[src/rtl/core/dmkv_pkg.sv]
// shared types and constants of the direct-mapped key/value table
package dmkv_pkg;

   localparam int DEPTH_DEFAULT = 1024;

   localparam int OP_W         = 1;
   localparam int KEY_W        = 31;
   localparam int VALUE_W      = 32;
   localparam int STATUS_W     = 3;
   localparam int SLOT_INDEX_W = 10;
   localparam int TABLE_SIZE_W = 11;

   localparam logic [TABLE_SIZE_W-1:0] TABLE_SIZE_RESET = TABLE_SIZE_W'(1024);

   // request kinds
   localparam logic [OP_W-1:0] OP_GET = 1'b0;
   localparam logic [OP_W-1:0] OP_SET = 1'b1;

   // stored value that marks empty data
   localparam logic signed [VALUE_W-1:0] EMPTY_VALUE = -32'sd1;

   // modulo unit: key padded to a whole number of digits, several bits a cycle
   localparam int KEY_PAD_W  = 32;
   localparam int STEP_BITS  = 4;
   localparam int DIV_STEPS  = KEY_PAD_W / STEP_BITS;
   localparam int STEP_CNT_W = $clog2(DIV_STEPS);

   // queue between front and back
   localparam int QUEUE_DEPTH = 2;
   localparam int QUEUE_PTR_W = (QUEUE_DEPTH > 1) ? $clog2(QUEUE_DEPTH) : 1;
   localparam int QUEUE_CNT_W = $clog2(QUEUE_DEPTH + 1);

   typedef enum logic [STATUS_W-1:0] {
      STATUS_GET_HIT   = 3'd0,
      STATUS_GET_EMPTY = 3'd1,
      STATUS_GET_MISS  = 3'd2,
      STATUS_SET_UPD   = 3'd3,
      STATUS_SET_INS   = 3'd4,
      STATUS_SET_DROP  = 3'd5
   } status_type;

   // one slot of the store
   typedef struct packed {
      logic                      valid;
      logic [KEY_W-1:0]          key;
      logic signed [VALUE_W-1:0] value;
   } entry_type;

endpackage

[src/rtl/core/dmkv_front.sv]
// front end: accepts requests and works out the slot as key modulo table size
module dmkv_front #(
   parameter int DEPTH = dmkv_pkg::DEPTH_DEFAULT
) (
   input  logic                                clock,
   input  logic                                reset,
   input  logic                                enable,
   input  logic [dmkv_pkg::TABLE_SIZE_W-1:0]   table_size,
   input  logic                                req_valid,
   output logic                                req_ready,
   input  logic [dmkv_pkg::OP_W-1:0]           req_op,
   input  logic [dmkv_pkg::KEY_W-1:0]          req_key,
   input  logic signed [dmkv_pkg::VALUE_W-1:0] req_value,
   output logic                                push_valid,
   input  logic                                push_ready,
   output logic [dmkv_pkg::OP_W-1:0]           push_op,
   output logic [dmkv_pkg::KEY_W-1:0]          push_key,
   output logic signed [dmkv_pkg::VALUE_W-1:0] push_value,
   output logic [((DEPTH > 1) ? $clog2(DEPTH) : 1)-1:0] push_slot
);

   localparam int AW       = (DEPTH > 1) ? $clog2(DEPTH) : 1;
   localparam int MAX_SIZE = (DEPTH < 2047) ? DEPTH : 2047;
   localparam int DIV_W    = $clog2(MAX_SIZE + 1);

   typedef enum logic [2:0] {
      FS_IDLE = 3'b001,
      FS_DIV  = 3'b010,
      FS_PUSH = 3'b100
   } front_state_type;

   front_state_type                      state_ff, state_in;
   logic [dmkv_pkg::OP_W-1:0]            op_ff;
   logic [dmkv_pkg::KEY_W-1:0]           key_ff;
   logic signed [dmkv_pkg::VALUE_W-1:0]  value_ff;
   logic [dmkv_pkg::KEY_PAD_W-1:0]       shift_ff, shift_in;
   logic [DIV_W-1:0]                     rem_ff, rem_in;
   logic [DIV_W-1:0]                     div_ff;
   logic [dmkv_pkg::STEP_CNT_W-1:0]      cnt_ff, cnt_in;
   logic [DIV_W-1:0]                     eff_size;
   logic                                 accept;

   // table size saturated into 1..DEPTH
   always_comb begin
      if (table_size == '0) begin
         eff_size = DIV_W'(1);
      end else if (32'(table_size) > 32'(DEPTH)) begin
         eff_size = DIV_W'(DEPTH);
      end else begin
         eff_size = DIV_W'(table_size);
      end
   end

   assign req_ready  = enable && (state_ff == FS_IDLE);
   assign accept     = req_valid && req_ready;
   assign push_valid = (state_ff == FS_PUSH);
   assign push_op    = op_ff;
   assign push_key   = key_ff;
   assign push_value = value_ff;
   assign push_slot  = AW'(rem_ff);

   // restoring remainder, a few bits per cycle
   always_comb begin
      logic [DIV_W:0]                 trial;
      logic [DIV_W-1:0]               rem_v;
      logic [dmkv_pkg::KEY_PAD_W-1:0] sh_v;
      rem_v = rem_ff;
      sh_v  = shift_ff;
      for (int i = 0; i < dmkv_pkg::STEP_BITS; i++) begin
         trial = {rem_v, sh_v[dmkv_pkg::KEY_PAD_W-1]};
         sh_v  = {sh_v[dmkv_pkg::KEY_PAD_W-2:0], 1'b0};
         if (trial >= {1'b0, div_ff}) begin
            trial = trial - {1'b0, div_ff};
         end
         rem_v = trial[DIV_W-1:0];
      end
      rem_in   = rem_v;
      shift_in = sh_v;
   end

   always_comb begin
      state_in = state_ff;
      cnt_in   = cnt_ff;
      case (state_ff)
         FS_IDLE: begin
            if (accept) begin
               state_in = FS_DIV;
               cnt_in   = '0;
            end
         end
         FS_DIV: begin
            cnt_in = cnt_ff + 1'b1;
            if (cnt_ff == dmkv_pkg::STEP_CNT_W'(dmkv_pkg::DIV_STEPS - 1)) begin
               state_in = FS_PUSH;
            end
         end
         FS_PUSH: begin
            if (push_ready) begin
               state_in = FS_IDLE;
            end
         end
         default: state_in = FS_IDLE;
      endcase
   end

   always_ff @(posedge clock) begin
      if (reset) begin
         state_ff <= FS_IDLE;
         cnt_ff   <= '0;
      end else begin
         state_ff <= state_in;
         cnt_ff   <= cnt_in;
      end
   end

   // payload
   always_ff @(posedge clock) begin
      if (accept) begin
         op_ff    <= req_op;
         key_ff   <= req_key;
         value_ff <= req_value;
         shift_ff <= dmkv_pkg::KEY_PAD_W'(req_key);
         rem_ff   <= '0;
         div_ff   <= eff_size;
      end else if (state_ff == FS_DIV) begin
         shift_ff <= shift_in;
         rem_ff   <= rem_in;
      end
   end

endmodule

[config.mk]
export PLATFORM = sky130hd
export DESIGN_NAME = dmkv_front
export DESIGN_NICKNAME = d
export VERILOG_FILES = /design/src/rtl/core/dmkv_pkg.sv /design/src/rtl/core/dmkv_front.sv
export SDC_FILE = /design/constraint.sdc
export NUM_CORES = 1
export LEC_CHECK = 0
export BUFFER_PORTS_ARGS = -buffer_cell sky130_fd_sc_hd__buf_2
export CORE_MARGIN = 10
export CORE_UTILIZATION = 55
export CTS_CLUSTER_DIAMETER = 80
export DETAILED_ROUTE_END_ITERATION = 6
export MAX_ROUTING_LAYER = met4
export PLACE_DENSITY = 0.82
export SYNTH_ARGS = -nofsm -noshare
export SYNTH_HDL_FRONTEND = slang
export SYNTH_SLANG_ARGS = --single-unit
[constraint.sdc]
create_clock -name clock -period 13.7 [get_ports clock]
set_input_delay 0.685 -clock clock [delete_from_list [all_inputs] [get_ports clock]]
set_output_delay 0.685 -clock clock [all_outputs]
set_load 0.01 [all_outputs]
After elaboration in Yosys (flattened, before gate mapping)
Index checks and enable logic that the tools add are counted.
Storage, ports and cells
  output and inout port bits: 76
  logic and storage cells: 48
  register bits: 124
Operators by class
  reductions and logical operators: 8
  mux-type cells: 13
  equal/unequal tests: 7
  order comparisons: 5
  $add $sub $neg: 5
Operators by type and width (count)
  $mux 31: 2
  $mux 11: 5
  $ge 12x11->1: 4
  $sub 11x11->11: 4
  $mux 3: 4
  $gt 11x11->1 const B: 1
  $logic_not 11->1: 1
  $pmux 3 s3: 1
  $eq 3x3->1 const B: 2
  $pmux 3 s2: 1
  $ne 2x2->1 const B: 2
  $reduce_bool 2->1: 2
  $add 3x1->3 const B: 1
  $eq 3x1->1 const B: 1
  $eq 3x2->1 const B: 1
  $reduce_and 3->1: 1
  $logic_and 1x1->1: 2
  $ne 2x1->1 const B: 1
  $reduce_and 2->1: 1
  $reduce_or 2->1: 1

Depth between registers and ports, before layout
Gate-level depths: netlist of the first run.
  depth in word-level cells: 8
  depth in mapped cells: 38
  mapped depth without buffers: 34

Worst setup path after synthesis of the first run
OpenSTA, ideal clock, no wires.
  path type: register -> register
  from: reg div_ff[0]
  to: reg rem_ff[2]
  path slack: 5.728 ns
  buffers on the path: 4
  cell stages (with the launch flop): 38
  arrival: 7.877 ns
  required time: 13.605 ns
  path through: edfxtp_1 -> ha_1 -> fa_1 -> nand2b_1 -> a211oi_2 -> o41ai_4 -> and2_1 -> buf_2 -> mux2i_1 -> fa_1 -> a211oi_1 -> o211ai_1 -> a31o_2 -> o21ba_2 -> nor2_2 -> buf_4 -> mux2_2 -> ha_1 -> [... 2 more ...] -> a31oi_1 -> o21a_1 -> o21ai_0 -> a221o_2 -> buf_6 -> mux2i_2 -> inv_1 -> fa_1 -> nand2b_1 -> a21oi_1 -> o21ai_0 -> a21oi_1 -> nor3_1 -> o21bai_1 -> a21oi_1 -> and2_1 -> buf_6 -> o311ai_1
On the way
  cells in the longest elaborated chain, start to end: 8
  elaborated cells between the ends (all ways): 12
  those cells by class: 4 x add/sub; 4 x order compare; 4 x mux
RTL lines
  start, declared: RTL line dmkv_front.sv:38  | logic [DIV_W-1:0] div_ff;
  start signal, assigned: RTL line dmkv_front.sv:124  | div_ff <= eff_size;
  $sub 11x11->11 / $ge 12x11->1 (equally long branches): RTL line dmkv_front.sv:73, dmkv_front.sv:72
  $mux 11: RTL line dmkv_front.sv:72  | if (trial >= {1'b0, div_ff}) begin
  $sub 11x11->11 / $ge 12x11->1 (equally long branches): RTL line dmkv_front.sv:73, dmkv_front.sv:72
  $mux 11: RTL line dmkv_front.sv:72
  $ge 12x11->1 / $sub 11x11->11 (equally long branches): RTL line dmkv_front.sv:72, dmkv_front.sv:73
  $mux 11: RTL line dmkv_front.sv:72
  $sub 11x11->11 / $ge 12x11->1 (equally long branches): RTL line dmkv_front.sv:73, dmkv_front.sv:72
  $mux 11 *: RTL line dmkv_front.sv:72
  end signal, assigned: RTL line dmkv_front.sv:127  | rem_ff <= rem_in;
  end, declared: RTL line dmkv_front.sv:37  | logic [DIV_W-1:0] rem_ff, rem_in;
Every way passes the cells marked *; elsewhere a longest branch is shown, timed or not.
A chain may end at the register's enable or synchronous reset.

Worst setup path in the final report of the first run
Ends and elaborated chain as after synthesis.

==> results.yml, run 1 <==
worst_setup_path:
  timing.rr.start: "div_ff[0]"
  setup.worst_path.start: "div_ff[0]"
  cp.required_ns: 13.97
  cp_num_buf_inv: 0
  critPathMostFrequentCell: "fa_1"
  path_delay_family: "compound AO/OA/AOI/OAI gates"
  critical_path_cell_count: 31
  reg2reg_setup_slack_ns: 4.20
  crit_path_top_delay_cell: "a21oi_1"
  worstPathMaxFanout: 13
  critPathLaunchType: "flip-flop"
  worst-setup-path-type: "reg2reg"
  ff2ff_path_depth: 31
  worstSetupEndpointType: "flip-flop"
  critPathMaxStageDelay_ns: 0.71
  arrival_ns: 9.77
  r2r-end: "rem_ff[2]"
sta:
  hold_viol_final: 0
  post-route-period-util: 0.693
  fin_worst_skew_ns: 0.00686
  grt_setup_unrepaired: "no"
  setup_viol: 0
  fmax_mhz: 105
  fin_setup_tns_ns: 0
  worst_pin_slew_ns: 1.17
  maxSlewHeadroom: 0.220
  min_period_ns: 9.50
  drv_slew: 0
routing:
  vias_per_cell: 5.74
  vias: 5586
  drc: 0
  drt-total-wl_mm: 19.6
  dr.pass1.iters: 5
  initialDrtViolationCount: 382
  routedWlPerCell_um: 20.2
  drtAntennaViolNets: 0
logic_synthesis:
  synth-seq-cells: 124
  synth_edf_count: 106
  seq_area_frac_synth: 0.506
  synth.area.top_cells: "edfxtp_1, ha_1, nand2_1, dfxtp_1, mux2_2"
  syn_avg_cell_area_um2: 11.0
  yosys.area.top_type_share: 0.454
  syn_area_um2: 7010
  synth_warnings: 0
  ys_async_sr_fraction: 0
  ys_types: 61
  synthCells: 639
  synth_fp_nets: 769
  synth_top_cell_by_area: "edfxtp_1"
  synth-main-ff-cell: "edfxtp_1"
status:
  status: "complete, no violations"
clock_network:
  clock-sinks: 124
  root_buffer: "clkbuf_16"
  numCtsBuffers: 17
  htreeDepth: 4
  post_cts_resized: 0
  postCtsSetupBuffers: 0
  cts_tree: "done"
  cts_max_path_buffers: 2
  clkLatencyLatePin_ns: 0.41
  cts_hold_buffers: 0
  path_clk_slew_ns: 0.06
floorplanning:
  ioPinCount: 156
  die-area_um2: 17700
  die_x_um: 133
  start_util: 0.557
  core_um2: 12600
  die-height_um: 133
  fp-row-count: 41
final_layout:
  syn_to_final_growth_pct: 20.3
  drive_above_1_share: 0.278
  nets: 918
  nFillCells: 935
global_route:
  grt_pass1_wl_mm: 30.5
  globalRouteTotalUtil: 0.225
  grt_max_degree: 92
  grt_overflow: 0
  antenna_found_initial: 1
  first_global_vias: 5790
placement:
  port_buffers: 155
  gp_congestion: 0.981
  dp_hpwl_mm: 14.8
min_path:
  holdPathStages: 1
  hold_start: "req_value[15]"
  min_to: "push_value[15]"
  hp-class: "in2reg"
run:
  maxCapViolCount: 0
[cell type report]
| class | instances | area, um2 | share of cell area |
|---|---|---|---|
| sequential | 124 | 3540 | 0.421 |
| multi-input combinational | 458 | 3180 | 0.378 |
| timing repair buffer | 158 | 798 | 0.0948 |
| clock buffer | 17 | 425 | 0.0505 |
| tap | 172 | 215 | 0.0255 |
| clock inverter | 14 | 145 | 0.0172 |
| inverter | 29 | 110 | 0.0131 |
| antenna | 1 | 2.50 | 0.000297 |
[worst max-delay path by stage]
stage	endpoint	slack [ns]
2_1_floorplan	rem_ff[2]	5.73
3_5_place_dp	rem_ff[5]	4.34
5_1_grt	rem_ff[5]	3.55
6_report	rem_ff[2]	4.20
3_3_place_gp	rem_ff[9]	4.61
4_1_cts	rem_ff[5]	4.31
[layout by cell type (no fill, tap or decap), drive strengths merged, types with 3 or more instances in the layout]
master	instances
buf	158
nand2	113
edfxtp	106
ha	46
nor2	34
inv	30
a21oi	21
mux2	20
nand4	18
o21ai	18
dfxtp	18
clkbuf	17
nor2b	15
xnor2	15
o211ai	13
a21o	12
nand3	12
nand2b	11
a211oi	11
xor2	9
mux2i	9
clkinv	9
o21a	8
nor3	8
and3	6
nor4	5
a31oi	5
o311ai	5
and2	4
o31ai	4
nand3b	4
fa	4
or3	3
o21bai	3
[per-stage QoR]
step	hold WS, ns	instance area, um2	setup slack, ns	std cells	util
after floorplan	0.418	7010	5.73	639	-
after global placement	0.436	7850	4.61	941	0.625
after detailed placement	0.430	7850	4.34	941	0.625
after CTS	0.436	8420	4.31	972	0.670
after global routing	0.437	8420	3.55	973	0.670
final	0.446	8420	4.20	973	0.670
[registers in the layout, indices dropped and copies added (netlist names)]
name	flops
push_key	31
rem_ff	11
state_ff	3
shift_ff	32
cnt_ff	3
push_value	32
div_ff	11
push_op	1
[metal layers]
metal | GRT usage | vias to the layer above | part of all wire
met2 | 0.374 | 237 | 0.49
met5 | - | - | 0
met1 | 0.248 | 2655 | 0.40
li1 | - | 2646 | -
met4 | 0.103 | 0 | 0.041
met3 | 0.0606 | 48 | 0.073
[cells by family (layout without fill, tap and decap cells)]
logic type | after synthesis | after routing | share of synthesized area
AO/OA/AOI/OAI | 114 | 114 | 0.116
buffers and inverters | 57 | 218 | 0.0404
other | 0 | 1 | 0
multiplexers | 29 | 29 | 0.0511
AND/OR/NAND/NOR | 241 | 241 | 0.163
adder cells (fa/ha/maj) | 50 | 50 | 0.0936
flip-flops | 124 | 124 | 0.506
XOR/XNOR | 24 | 24 | 0.0300
[cell usage after synthesis, types with 12 or more instances]
library cell    n
nor2b_1        15
a21o_1         12
nand4_1        18
dfxtp_1        18
buf_4          12
xnor2_1        15
nand3_1        12
ha_1           46
o21ai_0        18
a21oi_1        21
o211ai_1       13
edfxtp_1      106
nor2_1         33
inv_1          29
nand2_1       112
mux2_2         12
clkbuf_1       12
Power of run 1 is not shown: default switching activity piles up to over one toggle a cycle in this logic, so the estimate is an artifact.
==> run 2, diff against run 1 <==
Settings changed: CORE_UTILIZATION 55 to 50, PLACE_DENSITY 0.82 to 0.78.
Clock period 13.7 ns to 8.2 ns, I/O delays scaled along.
==> run 2 against run 1 <==
The flow now finishes with violations (DRC); non-clock buffer count increased by 34; global-route usage decreased by 2.6 points; core utilization decreased by 3.2 points; hold slack got worse by 0.27 ns; clock skew decreased by 0.00063 ns; critical path depth increased by 3; die area increased by 8.5%; cell count increased by 4.3%; cell area increased by 4.8%; largest cell class unchanged.
==> results.yml, run 2 (synthesized netlist as in run 1, its figures left out) <==
worst_setup_path:
  path_delay_family: "compound AO/OA/AOI/OAI gates"
  critical_path_cell_count: 34
  setup.worst_path.start: "div_ff[0]"
  r2r-end: "rem_ff[1]"
  timing.rr.start: "div_ff[0]"
  worstPathMaxFanout: 8
  crit_path_top_delay_cell: "fa_1"
  arrival_ns: 8.13
  cp_num_buf_inv: 2
  worst-setup-path-type: "reg2reg"
  reg2reg_setup_slack_ns: 0.41
  cp.required_ns: 8.54
  critPathLaunchType: "flip-flop"
  ff2ff_path_depth: 34
  worstSetupEndpointType: "flip-flop"
  critPathMaxStageDelay_ns: 0.42
  endpoint: "rem_ff[1]"
floorplanning:
  die-area_um2: 19100
  start_util: 0.507
  fp-row-count: 43
  die-height_um: 138
  core_um2: 13800
  die_x_um: 138
  ioPinCount: 156
sta:
  min_period_ns: 7.79
  hold_viol_final: 0
  setup_ws_ns: 0.406
  maxSlewHeadroom: 0.197
  post-route-period-util: 0.950
  setup_viol: 0
  drv_slew: 0
  worst_pin_slew_ns: 1.21
  fin_worst_skew_ns: 0.00623
  fmax_mhz: 128
placement:
  gp_congestion: 0.974
  pre_cts_ws_ns: -0.0990
  dp_hpwl_mm: 14.5
  port_buffers: 155
final_layout:
  layout_common_cells: "buf_2, nand2_1, edfxtp_1"
  antennaDiodeCount: 0
  drive_above_1_share: 0.339
  nFillCells: 1099
  final_common_cell: "buf_2"
  nets: 952
  syn_to_final_growth_pct: 26.1
run:
  maxCapViolCount: 0
clock_network:
  clock-sinks: 124
  numCtsBuffers: 17
  htreeDepth: 4
  root_buffer: "clkbuf_16"
  cts_hold_buffers: 0
  path_clk_slew_ns: 0.06
  cts_max_path_buffers: 2
  clkLatencyLatePin_ns: 0.40
  cts_tree: "done"
min_path:
  hold_start: "req_value[31]"
  hp-class: "in2reg"
routing:
  routedWlPerCell_um: 19.2
  dr.pass1.iters: 7
  vias_per_cell: 5.60
  drtAntennaViolNets: 0
  drt-total-wl_mm: 19.5
  drc: 5
  initialDrtViolationCount: 408
  vias: 5683
status:
  violations: "DRC"
  status: "finished, violations left"
global_route:
  antenna_found_initial: 0
  grt_pass1_wl_mm: 30.2
  globalRouteTotalUtil: 0.200
  first_global_vias: 5847
  grt_overflow: 0
  grt_max_degree: 105
[run 2: final cells by class]
| class | instances | area, um2 | area share |
|---|---|---|---|
| multi-input combinational | 458 | 3340 | 0.378 |
| sequential | 124 | 3540 | 0.401 |
| inverter | 29 | 111 | 0.0126 |
| timing repair buffer | 192 | 1050 | 0.119 |
| clock inverter | 15 | 139 | 0.0157 |
| clock buffer | 17 | 425 | 0.0482 |
| tap | 180 | 225 | 0.0255 |
[run 2: what timing repair did]
action                     CTS  global route
setup buffers                0             7
cloned                       0             1
resized for setup            4            34
setup endpoints to repair   11            11
pin swaps                    0            10
[run 2: worst reg2reg max path: cells and delay by family, from the launching register on]
family | cells | cell delay (ns)
and+or+nand+nor | 6 | 0.96
AOI/OAI and AO/OA | 18 | 3.57
buffers and inverters | 2 | 0.26
DFF | 1 | 0.40
adders and majority gates | 5 | 1.72
muxes | 3 | 0.82
[run 2: worst min-delay path by stage]
stage,slack (ns),to,cells past startpoint
5_1_grt,0.17,push_value[12],1
4_1_cts,0.17,push_value[16],1
6_report,0.18,push_value[31],1
2_1_floorplan,0.42,shift_ff[31],2
3_5_place_dp,0.46,shift_ff[31],2
3_3_place_gp,0.46,cnt_ff[1],2
[run 2: layer usage]
layer,part of all wire,GRT usage,vias to the layer above
met3,0.070,0.0476,53
met4,0.036,0.0943,0
met5,0,-,-
met2,0.48,0.315,238
met1,0.42,0.237,2680
li1,-,-,2712
[run 2: stage by stage]
| step | TNS (ns) | hold slack (ns) | cell area, um2 | util | cells |
|---|---|---|---|---|---|
| 2_1_floorplan | 0 | 0.418 | 7010 | - | 639 |
| 3_3_place_gp | 0 | 0.458 | 8060 | 0.583 | 975 |
| 3_5_place_dp | -0.885 | 0.463 | 8060 | 0.583 | 975 |
| 4_1_cts | 0 | 0.167 | 8640 | 0.625 | 1007 |
| 5_1_grt | -0.111 | 0.167 | 8830 | 0.639 | 1015 |
| 6_report | 0 | 0.179 | 8830 | 0.639 | 1015 |
Power of run 2 is left out for the same reason.
