File: src/rtl/core/dmkv_pkg.sv
// shared types and constants of the direct-mapped key/value table
package dmkv_pkg;

   localparam int DEPTH_DEFAULT = 1024;

   localparam int OP_W         = 1;
   localparam int KEY_W        = 31;
   localparam int VALUE_W      = 32;
   localparam int STATUS_W     = 3;
   localparam int SLOT_INDEX_W = 10;
   localparam int TABLE_SIZE_W = 11;

   localparam logic [TABLE_SIZE_W-1:0] TABLE_SIZE_RESET = TABLE_SIZE_W'(1024);

   // request kinds
   localparam logic [OP_W-1:0] OP_GET = 1'b0;
   localparam logic [OP_W-1:0] OP_SET = 1'b1;

   // stored value that marks empty data
   localparam logic signed [VALUE_W-1:0] EMPTY_VALUE = -32'sd1;

   // modulo unit: key padded to a whole number of digits, several bits a cycle
   localparam int KEY_PAD_W  = 32;
   localparam int STEP_BITS  = 4;
   localparam int DIV_STEPS  = KEY_PAD_W / STEP_BITS;
   localparam int STEP_CNT_W = $clog2(DIV_STEPS);

   // queue between front and back
   localparam int QUEUE_DEPTH = 2;
   localparam int QUEUE_PTR_W = (QUEUE_DEPTH > 1) ? $clog2(QUEUE_DEPTH) : 1;
   localparam int QUEUE_CNT_W = $clog2(QUEUE_DEPTH + 1);

   typedef enum logic [STATUS_W-1:0] {
      STATUS_GET_HIT   = 3'd0,
      STATUS_GET_EMPTY = 3'd1,
      STATUS_GET_MISS  = 3'd2,
      STATUS_SET_UPD   = 3'd3,
      STATUS_SET_INS   = 3'd4,
      STATUS_SET_DROP  = 3'd5
   } status_type;

   // one slot of the store
   typedef struct packed {
      logic                      valid;
      logic [KEY_W-1:0]          key;
      logic signed [VALUE_W-1:0] value;
   } entry_type;

endpackage

File: src/rtl/core/dmkv_queue.sv
// short queue between front and back
module dmkv_queue #(
   parameter int DATA_W = 8
) (
   input  logic              clock,
   input  logic              reset,
   input  logic              push,
   output logic              push_ready,
   input  logic [DATA_W-1:0] push_data,
   output logic              pop_valid,
   input  logic              pop,
   output logic [DATA_W-1:0] pop_data
);

   logic [DATA_W-1:0]                 slots_ff [dmkv_pkg::QUEUE_DEPTH];
   logic [dmkv_pkg::QUEUE_PTR_W-1:0]  wr_ptr_ff, wr_ptr_in;
   logic [dmkv_pkg::QUEUE_PTR_W-1:0]  rd_ptr_ff, rd_ptr_in;
   logic [dmkv_pkg::QUEUE_CNT_W-1:0]  count_ff, count_in;
   logic                              do_push, do_pop;

   localparam logic [dmkv_pkg::QUEUE_PTR_W-1:0] LAST_PTR =
      dmkv_pkg::QUEUE_PTR_W'(dmkv_pkg::QUEUE_DEPTH - 1);

   assign push_ready = (count_ff != dmkv_pkg::QUEUE_CNT_W'(dmkv_pkg::QUEUE_DEPTH));
   assign pop_valid  = (count_ff != '0);
   assign pop_data   = slots_ff[rd_ptr_ff];
   assign do_push    = push && push_ready;
   assign do_pop     = pop && pop_valid;

   always_comb begin
      wr_ptr_in = wr_ptr_ff;
      rd_ptr_in = rd_ptr_ff;
      count_in  = count_ff;
      if (do_push) begin
         wr_ptr_in = (wr_ptr_ff == LAST_PTR) ? '0 : wr_ptr_ff + 1'b1;
      end
      if (do_pop) begin
         rd_ptr_in = (rd_ptr_ff == LAST_PTR) ? '0 : rd_ptr_ff + 1'b1;
      end
      if (do_push && !do_pop) begin
         count_in = count_ff + 1'b1;
      end else if (do_pop && !do_push) begin
         count_in = count_ff - 1'b1;
      end
   end

   always_ff @(posedge clock) begin
      if (reset) begin
         wr_ptr_ff <= '0;
         rd_ptr_ff <= '0;
         count_ff  <= '0;
      end else begin
         wr_ptr_ff <= wr_ptr_in;
         rd_ptr_ff <= rd_ptr_in;
         count_ff  <= count_in;
      end
   end

   always_ff @(posedge clock) begin
      if (do_push) begin
         slots_ff[wr_ptr_ff] <= push_data;
      end
   end

endmodule

File: config.mk
export PLATFORM = sky130hd
export DESIGN_NAME = dmkv_queue
export DESIGN_NICKNAME = d
export VERILOG_FILES = /design/src/rtl/core/dmkv_pkg.sv /design/src/rtl/core/dmkv_queue.sv
export SDC_FILE = /design/constraint.sdc
export NUM_CORES = 1
export LEC_CHECK = 0
export BUFFER_PORTS_ARGS = -buffer_cell sky130_fd_sc_hd__buf_2
export CAP_MARGIN = 20
export CORE_UTILIZATION = 30
export CTS_BUF_LIST = sky130_fd_sc_hd__clkbuf_8
export DETAILED_ROUTE_END_ITERATION = 10
export SETUP_SLACK_MARGIN = 0.2
export SLEW_MARGIN = 20
export SYNTH_ARGS = -nofsm -noshare
export SYNTH_HDL_FRONTEND = slang
export SYNTH_SLANG_ARGS = --single-unit
File: constraint.sdc
create_clock -name clock -period 1.8 [get_ports clock]
set_input_delay 0.18 -clock clock [delete_from_list [all_inputs] [get_ports clock]]
set_output_delay 0.18 -clock clock [all_outputs]
set_load 0.01 [all_outputs]
* Word-level counts from Yosys, hierarchy flattened
Memories as Yosys holds them, arrays and structs flattened. A register that Yosys moved wholly into a read port is not among the register bits.
Index checks and enable logic that the tools add are counted.
Widths: inputs -> output; s select.
** Storage, ports and cells
- Memories :: 1
- RAM bits :: 16
- Input port bits :: 12
- Output and inout port bits :: 10
- Logic and storage cells :: 25
- Register bits :: 4
** Memory list
- slots_ff :: depth 2, bits a word 8, rd ports 1, clocked after memory_dff 1, wr ports 1, line dmkv_queue.sv:15 : logic [DATA_W-1:0] slots_ff [dmkv_pkg::QUEUE_DEPTH];
** Operators by class
- Add/sub/neg operators :: 4
- Reductions and logical operators :: 8
- Muxes and demuxes :: 8
- Equal/unequal tests :: 1
** Operators with widths (number)
- $mux 1 :: 6
- $logic_and 1x1->1 :: 4
- $mux 2 :: 2
- $reduce_bool 2->1 :: 2
- $add 1x1->1 const B :: 2
- $add 2x1->2 const B :: 1
- $logic_not 1->1 :: 2
- $ne 2x2->1 const B :: 1
- $sub 2x1->2 const B :: 1

* Logic depth before layout (Yosys ltp)
Gate-level depths: netlist of run 1.
- Depth after elaboration :: 6
- Mapped depth :: 6
- Gate-level depth less buffers :: 6

* Worst setup path after synthesis of run 1
No wires, ideal clock.
- Path type :: register to register
- Start :: reg count_ff[0] (netlist bit)
- End :: reg count_ff[1] (netlist bit)
- Required time :: 1.730 ns
- Setup time :: 0.070 ns
- Setup slack :: 0.301 ns
- Stages on the path, launching flop included :: 6
- Data arrival time :: 1.429 ns
- Period minus slack after synthesis :: 1.499 ns
- Cells stage by stage :: dfxtp_1 -> nand2b_4 -> and2_1 -> ha_1 -> or3_1 -> a21oi_1
** Between the ends
- Cells in the longest elaborated chain, start to end :: 5
** Ends and longest elaborated chain
- start, declared :: line dmkv_queue.sv:18 : logic [dmkv_pkg::QUEUE_CNT_W-1:0] count_ff, count_in;
- start signal, assigned :: line dmkv_queue.sv:55 : count_ff <= count_in;
- $ne 2x2->1 * :: line dmkv_queue.sv:24 : assign push_ready = (count_ff != dmkv_pkg::QUEUE_CNT_W'(dmkv_pkg::QUEUE_DEPTH));
- via push_ready :: line dmkv_queue.sv:8 : output logic push_ready,
- $logic_and 1x1->1 * :: line dmkv_queue.sv:27 : assign do_push = push && push_ready;
- $logic_not 1->1 :: line dmkv_queue.sv:42 : end else if (do_pop && !do_push) begin
- $logic_and 1x1->1 :: line dmkv_queue.sv:42
- $reduce_bool 2->1 (no line)
The timed path passes the listed nets; every way through them passes the cells marked *. The select of a mux whose other input is x is not followed.
A chain may end at the register's enable or synchronous reset.

* Worst setup path after layout of run 1
- Start :: reg count_ff[0] (netlist bit)
- End :: reg count_ff[1] (netlist bit)
** Between the ends
- Cells in the longest elaborated chain, start to end :: 5
** Ends and longest elaborated chain
- parallel branches: the longest is 5 deep, another holds $sub 2x1->2
Several ways; the timed one is not identified. The select of a mux whose other input is x is not followed.

==> impl_metrics.tcl, run 1 <==
set metrics [dict create \
    status "complete, no violations" \
    place.gp.congestion 0.555 \
    tightest_slew_ns 0.405 \
    syn-num-nets 62 \
    placed_cell_area_um2 943 \
    fin_hold_ws_ns 0.109 \
    synth_compound_area_share_pct 3.73 \
    relSlewSlack_pct 73.0 \
    cts_made_buffers 3 \
    synth_area_um2 806 \
    grt_overflow 0 \
    path_delay_family "simple AND/OR/NAND/NOR gates" \
    synth_top_family_by_area "multiplexers" \
    slowest_delay_ns 0.38 \
    grt_pass1_wl_um 1910 \
    ys_seq_elements 21 \
    ir_drop_mv 0.747 \
    layout_commonest_cell "buf_2" \
    drt_iter0_drc 2 \
    wirelength_um 1290 \
    synth_top_area_cell "edfxtp_1" \
    final_antenna_net_count 0 \
    synthCells 49 \
    slew_viol_final 0 \
    die_w_um 53.8 \
    clockBufferDepth 2 \
    required_ns 1.99 \
    fp.dieArea_um2 2900 \
    grt_pass1_vias 438 \
    antenna_found_initial 0 \
    finalClockSkew_ns 0.00217 \
    syn_to_final_growth_pct 23.1 \
    power.density_nw_per_um2 1390 \
    cts_tree "built" \
    crit_fanout 5 \
    synth.area.mux_share_pct 11.2 \
    critical_path_class "reg2reg" \
    critPathSlowestCell "or3_1" \
    period_needed_ns 1.56 \
    ff2ff_setup_slack_ns 0.24 \
    seq_area_frac_synth_pct 72.0 \
    timing.critical_path.buf_inv 0 \
    end_kind "register" \
    reg2reg_from "count_ff[0]" \
    clkTransAtPathRegs_ns 0.07 \
    fp.coreArea_um2 2500 \
    final_cell_mix "21 x buf_2, 16 x edfxtp_1, 8 x mux2_2" \
    fin_cells 103 \
    avgSynthCellArea_um2 16.4 \
    n_fill_cell 249 \
    grt_util_all_layers_pct 10.1 \
    whs_endpoint "slots_ff[1][6]" \
    setup_ws_ns 0.245 \
    rr_worst_depth 5 \
    clock_sinks 21 \
    cp.arrival_ns 1.75 \
    cp_cell_sequence "nand2b_4 -> and2_1 -> ha_1 -> or3_1 -> a21oi_1" \
    fin_nets 87 \
    rsz0062_at_grt "false" \
    clock_latency_ns 0.26 \
    drv_cap 0 \
    avgViaCountPerCell 4.43 \
    port_buffers 21 \
    hold_class "in2reg" \
    stdcell_area_um2 992 \
    dp_slack_ns 0.224 \
    ys_types 17 \
    synthSimpleGateAreaFrac_pct 7.14 \
    hold_viol_final 0 \
    dpl.cell_count 99 \
    cts_setup_buffers 0 \
    crit_path_start_kind "register" \
    drt_pass1_iterations 2 \
    die_h_um 53.8 \
    synth-adder-area-share_pct 1.55 \
    cts_root_buffer "clkbuf_8" \
    ctsHoldBuffers 0 \
    tns_ns 0 \
    fin_crit_sh_pct 86.4 \
    rows 18 \
    grt_max_degree 13 \
    synth_xor_area_share_pct 3.26 \
    netlist.area_leader.share_pct 59.6 \
    r2r_end "count_ff[1]" \
    yosysWarnings 0 \
    boundaryPins 22 \
    leakage_nw 0.393 \
    avgRoutedWirePerCell_um 12.5 \
    start_util_pct 32.2 \
    clock.fmax_ghz 0.643 \
    hold_path_startpoint "push_data[6]" \
    h-tree-depth 1 \
    synthTopCellsByArea "edfxtp_1 60%, dfxtp_1 12%, mux2_2 11%, xor2_1 3.3%, nand2b_4 1.7%" \
    dp_hpwl_um 943 \
    drcViolationCount 0 \
    vias 456 \
    setup_viol 0 \
    min_path_cells 1 \
    drive_gt1_share_pct 52.1 \
    antennaDiodeCount 0 \
]
[cell families (layout without fill, tap and decap cells)]
logic type	Yosys count	in the layout
DFF	21	21
and+or+nand+nor	9	9
muxes	8	8
AOI/OAI and AO/OA	5	5
xor gates and xnor gates	3	3
buffers and inverters	2	26
adders and majority gates	1	1
[synthesized netlist by cell type, drive strengths merged]
cell    instances
a21bo           1
nand2b          1
buf             1
nor2            3
a21oi           2
nand3b          1
and2            1
ha              1
inv             1
or2             1
or3             1
edfxtp         16
o21ai           2
mux2            8
xor2            3
and3            1
dfxtp           5
[flip-flops by register name (all words and copies together) (netlist names), named ones only]
register,flops
wr_ptr_ff,1
count_ff,2
rd_ptr_ff,1
slots_ff,16
[metal layers]
layer  up-vias  wire length, µm  track usage (%)
li1        227                -                -
met2        17              603             16.9
met5         -                0                0
met4         0               10             3.95
met3         2               93             5.08
met1       210              578             10.8
[through the flow]
step	utilization [%]	total power, W
2_1_floorplan	-	0.000952
3_3_place_gp	37.7	0.00107
3_5_place_dp	37.7	0.00109
4_1_cts	39.6	0.00140
5_1_grt	39.7	0.00147
6_report	39.7	0.00138
[repair_timing]
item                                    CTS  global route
endpoints found under the hold margin     0             0
endpoints found under the setup margin    0             1
resized for setup                         0             3
[power by group]
part / leakage, nW / switching [W] / internal (W)
registers: 0.191 / 0.0000664 / 0.000620
logic: 0.176 / 0.000187 / 0.000204
clock network: 0.0255 / 0.000150 / 0.000154
total: 0.393 / 0.000403 / 0.000978
[final cells by class]
type | instances | area (µm²) | area share [%]
clock inverter | 1 | 5.00 | 0.504
multi-input combinational | 26 | 216 | 21.8
inverter | 1 | 3.75 | 0.378
tap | 30 | 37.5 | 3.78
clock buffer | 3 | 41.3 | 4.16
sequential | 21 | 583 | 58.8
timing repair buffer | 21 | 105 | 10.6
[how the worst max path moves through the flow]
stage                     depth (start not counted)  slack, ns           to        start
after floorplan                                   5       0.30  count_ff[1]  count_ff[0]
after global placement                            5       0.30  count_ff[1]  count_ff[0]
after detailed placement                          4       0.22  count_ff[1]  count_ff[0]
after CTS                                         4       0.20  count_ff[1]  count_ff[0]
after global routing                              5       0.21  count_ff[1]  count_ff[0]
final                                             5       0.24  count_ff[1]  count_ff[0]
(Power assumes the default switching activity.)
==> inputs of run 2 (changes only) <==
- CORE_UTILIZATION: 30 -> 48
- PLACE_DENSITY: unset -> 0.74
==> run 2 against run 1 <==
Against the previous run: worst setup slack improved by 0.041 ns; flip-flop and latch count did not move; register-to-register slack improved by 0.04 ns; final cell count fell by 14%; highest routed layer unchanged; cell area rose by 0.38%; non-clock buffer count did not move; count of clock-buffer cells in the layout did not move; maximum frequency rose by 2.7%; sequential power barely moved; power rose by 1.7%.
==> impl_metrics.tcl, run 2 (synthesis gave the netlist of run 1 again) <==
set metrics [dict create \
    status "complete, no violations" \
    wirelength_um 1130 \
    clock_latency_ns 0.25 \
    setup_viol 0 \
    switching_share_pct 28.4 \
    clock.fmax_ghz 0.660 \
    antennaDiodeCount 0 \
    required_ns 1.99 \
    clockBufferDepth 2 \
    grt_max_degree 13 \
    fp.coreArea_um2 1540 \
    drcViolationCount 0 \
    power_switching_w 0.000399 \
    boundaryPins 22 \
    antenna_found_initial 0 \
    cts_tree "built" \
    cts_resized 0 \
    slew_viol_final 0 \
    place.gp.congestion 0.659 \
    p_comb_share_pct 30.2 \
    crit_path_start_kind "register" \
    leakage_nw 0.395 \
    period_needed_ns 1.51 \
    clkTransAtPathRegs_ns 0.07 \
    cp.arrival_ns 1.70 \
    start_util_pct 52.3 \
    rsz0062_at_grt "false" \
    largest_reg_flops 16 \
    drv_cap 0 \
    syn_to_final_growth_pct 23.6 \
    avgRoutedWirePerCell_um 12.7 \
    rows 14 \
    cp_cell_sequence "nand2b_4 -> and2_1 -> ha_4 -> xor2_1 -> or3_4 -> a21oi_2" \
    hold_class "in2reg" \
    relSlewSlack_pct 75.3 \
    die_h_um 43.0 \
    ir_drop_mv 0.971 \
    cts_root_buffer "clkbuf_8" \
    final_cell_mix "21 x buf_2, 16 x edfxtp_1, 8 x mux2_2" \
    power.density_nw_per_um2 1410 \
    hold_viol_final 0 \
    finalClockSkew_ns 0.00163 \
    final_antenna_net_count 0 \
    critPathSlowestCell "dfxtp_2" \
    vias 462 \
    pwr-share-clk_pct 20.9 \
    drt_iter0_drc 5 \
    ctsHoldBuffers 0 \
    fin_nets 87 \
    regMostFlops "slots_ff" \
    dp_hpwl_um 775 \
    end_kind "register" \
    port_buffers 21 \
    clock_sinks 21 \
    critical_path_class "reg2reg" \
    grt_overflow 0 \
    crit_fanout 5 \
    p_int_w 0.00101 \
    drive_gt1_share_pct 56.2 \
    layout_commonest_cell "buf_2" \
    grt_pass1_wl_um 1590 \
    tns_ns 0 \
    fin_crit_sh_pct 84.1 \
    seq_power_share_pct 48.9 \
    cts_setup_buffers 0 \
    fp.dieArea_um2 1850 \
    grt_util_all_layers_pct 12.5 \
    slowest_delay_ns 0.35 \
    tightest_slew_ns 0.371 \
    grt_pass1_vias 403 \
    h-tree-depth 1 \
    drt_pass1_iterations 4 \
    die_w_um 43.0 \
    cts_made_buffers 3 \
    reg_top3 "slots_ff (16), count_ff (2)" \
    fin_util_pct 64.6 \
    avgViaCountPerCell 5.19 \
]
-- run 2: routing by layer --
metal	track usage [%]	up-vias	share of wire [%]
met4	9.09	0	1.3
met1	13.5	221	42
met3	2.98	2	4.8
li1	-	226	-
met2	20.9	13	52
met5	0	-	0
-- run 2: area by class of cell --
| cell class | count | area [µm²] |
|---|---|---|
| repair buffers | 21 | 105 |
| clock inverters | 1 | 5.00 |
| multi-input cells | 26 | 238 |
| inverters | 1 | 3.75 |
| clock buffers | 3 | 41.3 |
| well taps | 16 | 20.0 |
| flip-flops and latches | 21 | 583 |
| fillers | 127 | 546 |
-- run 2: worst max-delay path: cells and delay by family (launching register included) --
family / cells / cell delay (ns)
xor+xnor: 1 / 0.15
simple gates: 3 / 0.67
fa+ha+maj: 1 / 0.16
flops: 1 / 0.35
compound gates: 1 / 0.12
-- run 2: worst paths after layout --
path	from	endpoint	slack [ns]	cells after the start
setup / recovery	count_ff[0]	count_ff[1]	0.29	6
setup reg to reg	count_ff[0]	count_ff[1]	0.29	6
hold / removal	push_data[2]	slots_ff[0][2]	0.11	1
hold reg to reg	rd_ptr_ff	register	0.51	2
-- run 2: power by group through the flow --
| stage | Sequential (W) | Combinational, W | Clock (W) |
|---|---|---|---|
| after floorplan | 0.000658 | 0.000294 | 0 |
| after global placement | 0.000688 | 0.000374 | 0 |
| after detailed placement | 0.000692 | 0.000382 | 0 |
| after CTS | 0.000681 | 0.000385 | 0.000302 |
| after global routing | 0.000699 | 0.000467 | 0.000317 |
| final | 0.000687 | 0.000424 | 0.000294 |
-- run 2: metrics by stage --
| step | instances | hold slack, ns | power [W] | instance area [µm²] | setup WS, ns |
|---|---|---|---|---|---|
| after floorplan | 49 | 0.249 | 0.000952 | 806 | 0.301 |
| after global placement | 85 | 0.369 | 0.00106 | 926 | 0.290 |
| after detailed placement | 85 | 0.371 | 0.00107 | 926 | 0.255 |
| after CTS | 89 | 0.108 | 0.00137 | 972 | 0.233 |
| after global routing | 89 | 0.106 | 0.00148 | 996 | 0.224 |
| final | 89 | 0.112 | 0.00140 | 996 | 0.285 |
==> inputs of run 3 (changes only) <==
- ABC_AREA: unset -> 1
- clock period: 1.8 -> 1.54 ns (I/O delays scaled with it)
==> run 3 against run 2 <==
Against the previous run: the run now ends with design-rule violations left; flip-flop and latch count unchanged; combinational power grew 30%; count of clock-buffer cells in the layout did not move; global-route usage up 3.7 points; power up 20%; register-to-register slack got worse by 0.04 ns; largest power group unchanged; cell area grew 4.3%; hold slack worse by 0.025 ns; die area increased by 2.4%; sequential share of layout area decreased by 2.0 points.
==> impl_metrics.tcl, run 3 <==
set metrics [dict create \
    ff2ff_setup_slack_ns 0.25 \
    place.gp.congestion 0.825 \
    synthArstFlopShare_pct 0 \
    cts_root_buffer "clkbuf_8" \
    status "complete, but fails checks" \
    drt_pass1_iterations 7 \
    critPathSlowestCell "dfxtp_4" \
    slew_viol_final 0 \
    clock.fmax_ghz 0.770 \
    regMostFlops "slots_ff" \
    finalClockSkew_ns 0.000807 \
    required_ns 1.39 \
    route.met3.wl_um 58 \
    highest_layer "met3" \
    grt_max_degree 13 \
    wirelength_um 1300 \
    power.density_nw_per_um2 1620 \
    vias 540 \
    hold_class "in2reg" \
    synth_top_area_cell "edfxtp_1" \
    start_util_pct 53.0 \
    drcViolationCount 4 \
    synthTopCellsByCount "16 x edfxtp_1, 8 x mux2_2, 7 x nand2_1, 7 x nor2_1, 6 x inv_1" \
    reg_top3 "slots_ff (16), count_ff (2)" \
    synth-main-ff-cell "edfxtp_1" \
    largest_reg_flops 16 \
    drt-met1-wl_um 550 \
    p_int_w 0.00116 \
    clkTransAtPathRegs_ns 0.07 \
    rows 14 \
    power_switching_w 0.000523 \
    dpl.cell_count 100 \
    crit_fanout 8 \
    cp-endpoint "pop_data[0]" \
    ys_seq_elements 21 \
    ys_types 17 \
    clock_sinks 21 \
    n_fill_cell 115 \
    grt_pass1_wl_um 2160 \
    timing.critical_path.buf_inv 1 \
    ir_drop_mv 0.882 \
    synth-edff-count 16 \
    rr_worst_depth 10 \
    drive_gt1_share_pct 52.8 \
    p_comb_share_pct 32.8 \
    synth_area_um2 826 \
    drt_iter0_drc 10 \
    reg2reg_from "count_ff[0]" \
    period_needed_ns 1.30 \
    layout_commonest_cell "buf_2" \
    final_cell_mix "21 x buf_2, 16 x edfxtp_1, 8 x mux2_2, 7 x nor2_1" \
    r2r_end "count_ff[1]" \
    ctsHoldBuffers 0 \
    violations "design-rule violations" \
    boundaryPins 22 \
    leakage_nw 0.434 \
    tns_ns 0 \
    antenna_found_initial 0 \
    synthCells 62 \
    critical_path_class "reg2out" \
    switching_share_pct 31.0 \
    netlist.area_leader.share_pct 58.2 \
    yosysMostFrequentCell "edfxtp_1" \
    fp.coreArea_um2 1560 \
    setup_viol 0 \
    h-tree-depth 1 \
    dp_hpwl_um 952 \
    avgRoutedWirePerCell_um 12.3 \
    cp_cell_sequence "mux2_2 -> buf_2" \
    path_delay_family "flip-flops" \
    relSlewSlack_pct 88.2 \
    synthTopCellsByArea "edfxtp_1 58%, dfxtp_1 12%, mux2_2 11%, nand2_1 3.2%, nor2_1 3.2%" \
    met2_length_um 686 \
    avgSynthCellArea_um2 13.3 \
    hold_viol_final 0 \
    final_antenna_net_count 0 \
    pwr-share-clk_pct 20.0 \
    syn-num-nets 75 \
    grt_pass1_vias 539 \
    stdcell_area_um2 1040 \
    fp.dieArea_um2 1890 \
    clockBufferDepth 2 \
    die_h_um 43.5 \
    die_w_um 43.5 \
    tightest_slew_ns 0.176 \
    slowest_delay_ns 0.41 \
    rsz0062_at_grt "true" \
    seq_area_frac_synth_pct 70.3 \
    placed_cell_area_um2 961 \
    crit_path_start_kind "register" \
    clock_latency_ns 0.25 \
    fin_cells 105 \
    grt_util_all_layers_pct 16.2 \
    yosysWarnings 0 \
    avgViaCountPerCell 5.14 \
    cts_tree "built" \
    port_buffers 21 \
    cts_made_buffers 3 \
    cp.arrival_ns 1.14 \
    fin_nets 103 \
    seq_power_share_pct 47.2 \
    antennaDiodeCount 0 \
    crit_cells 2 \
    grt_overflow 0 \
    drv_cap 0 \
    fin_util_pct 66.6 \
    end_kind "primary output" \
    syn_to_final_growth_pct 25.8 \
    fin_crit_sh_pct 84.3 \
]
==> run 3: cell types whose count changed after synthesis, sizes merged <==
cell	delta
nand2	+9
inv	+6
nor2	+4
xor2	-3
nand3	+2
a21bo	-1
and2	-1
and3	-1
clkinv	+1
nand2b	-1
nand3b	-1
nand4	+1
or2	-1
or3	-1
==> run 3: power by group through the flow <==
stage	sequential [W]	combinational [W]	clock (W)
floorplan	0.000769	0.000350	0
global placement	0.000793	0.000469	0
detailed placement	0.000802	0.000489	0
CTS	0.000794	0.000491	0.000350
global route	0.000808	0.000618	0.000376
finish	0.000797	0.000553	0.000337
==> run 3: worst min path at each step <==
stage / end / startpoint / cells past startpoint
floorplan: slots_ff[0][0] / push_data[0] / 0
detailed placement: slots_ff[1][3] / push_data[3] / 1
global placement: slots_ff[0][5] / push_data[5] / 1
global route: slots_ff[0][3] / push_data[3] / 1
finish: slots_ff[1][4] / push_data[4] / 1
CTS: slots_ff[1][3] / push_data[3] / 1
==> run 3: timing repair <==
action	CTS	global route
buffers inserted	0	1
gates resized for setup	2	6
endpoints found under the setup margin	8	5
gates cloned	0	0
==> run 3: kinds of logic after synthesis <==
logic type	share of synthesized area (%)
mux	10.9
compound gates	2.42
simple gates	10.5
flops	70.3
fa+ha+maj	1.51
buf+inv	4.39
==> run 3: metal layers <==
metal / up-vias / global-route usage [%]
met5: - / 0
met4: 0 / 8.75
met2: 11 / 26.1
li1: 266 / -
met3: 0 / 5.00
met1: 263 / 19.5
==> run 3: layout make-up <==
cell class	count	area (µm²)	area share, %
Clock buffer	3	41.3	3.98
Tap cell	16	20.0	1.93
Timing Repair Buffer	24	128	12.3
Sequential cell	21	587	56.5
Clock inverter	1	5.00	0.482
Multi-Input combinational cell	32	226	21.8
Inverter	8	31.3	3.01
==> run 3: stage by stage <==
stage	hold WS, ns	power (W)	setup slack [ns]
finish	0.0864	0.00169	0.241
global route	0.0741	0.00180	0.170
CTS	0.0803	0.00164	0.205
detailed placement	0.345	0.00129	0.225
global placement	0.342	0.00126	0.285
floorplan	0.253	0.00112	0.225
==> run 3: worst reg2reg max path, stage by stage, from the launching register on <==
cell and delay (ns):
dfxtp_2 0.33, inv_2 0.08, nand2_2 0.07, nand2_4 0.08, clkinv_2 0.08, ha_4 0.27
inv_2 0.04, nand3_1 0.07, nand2_1 0.06, inv_1 0.07, nor2_1 0.04
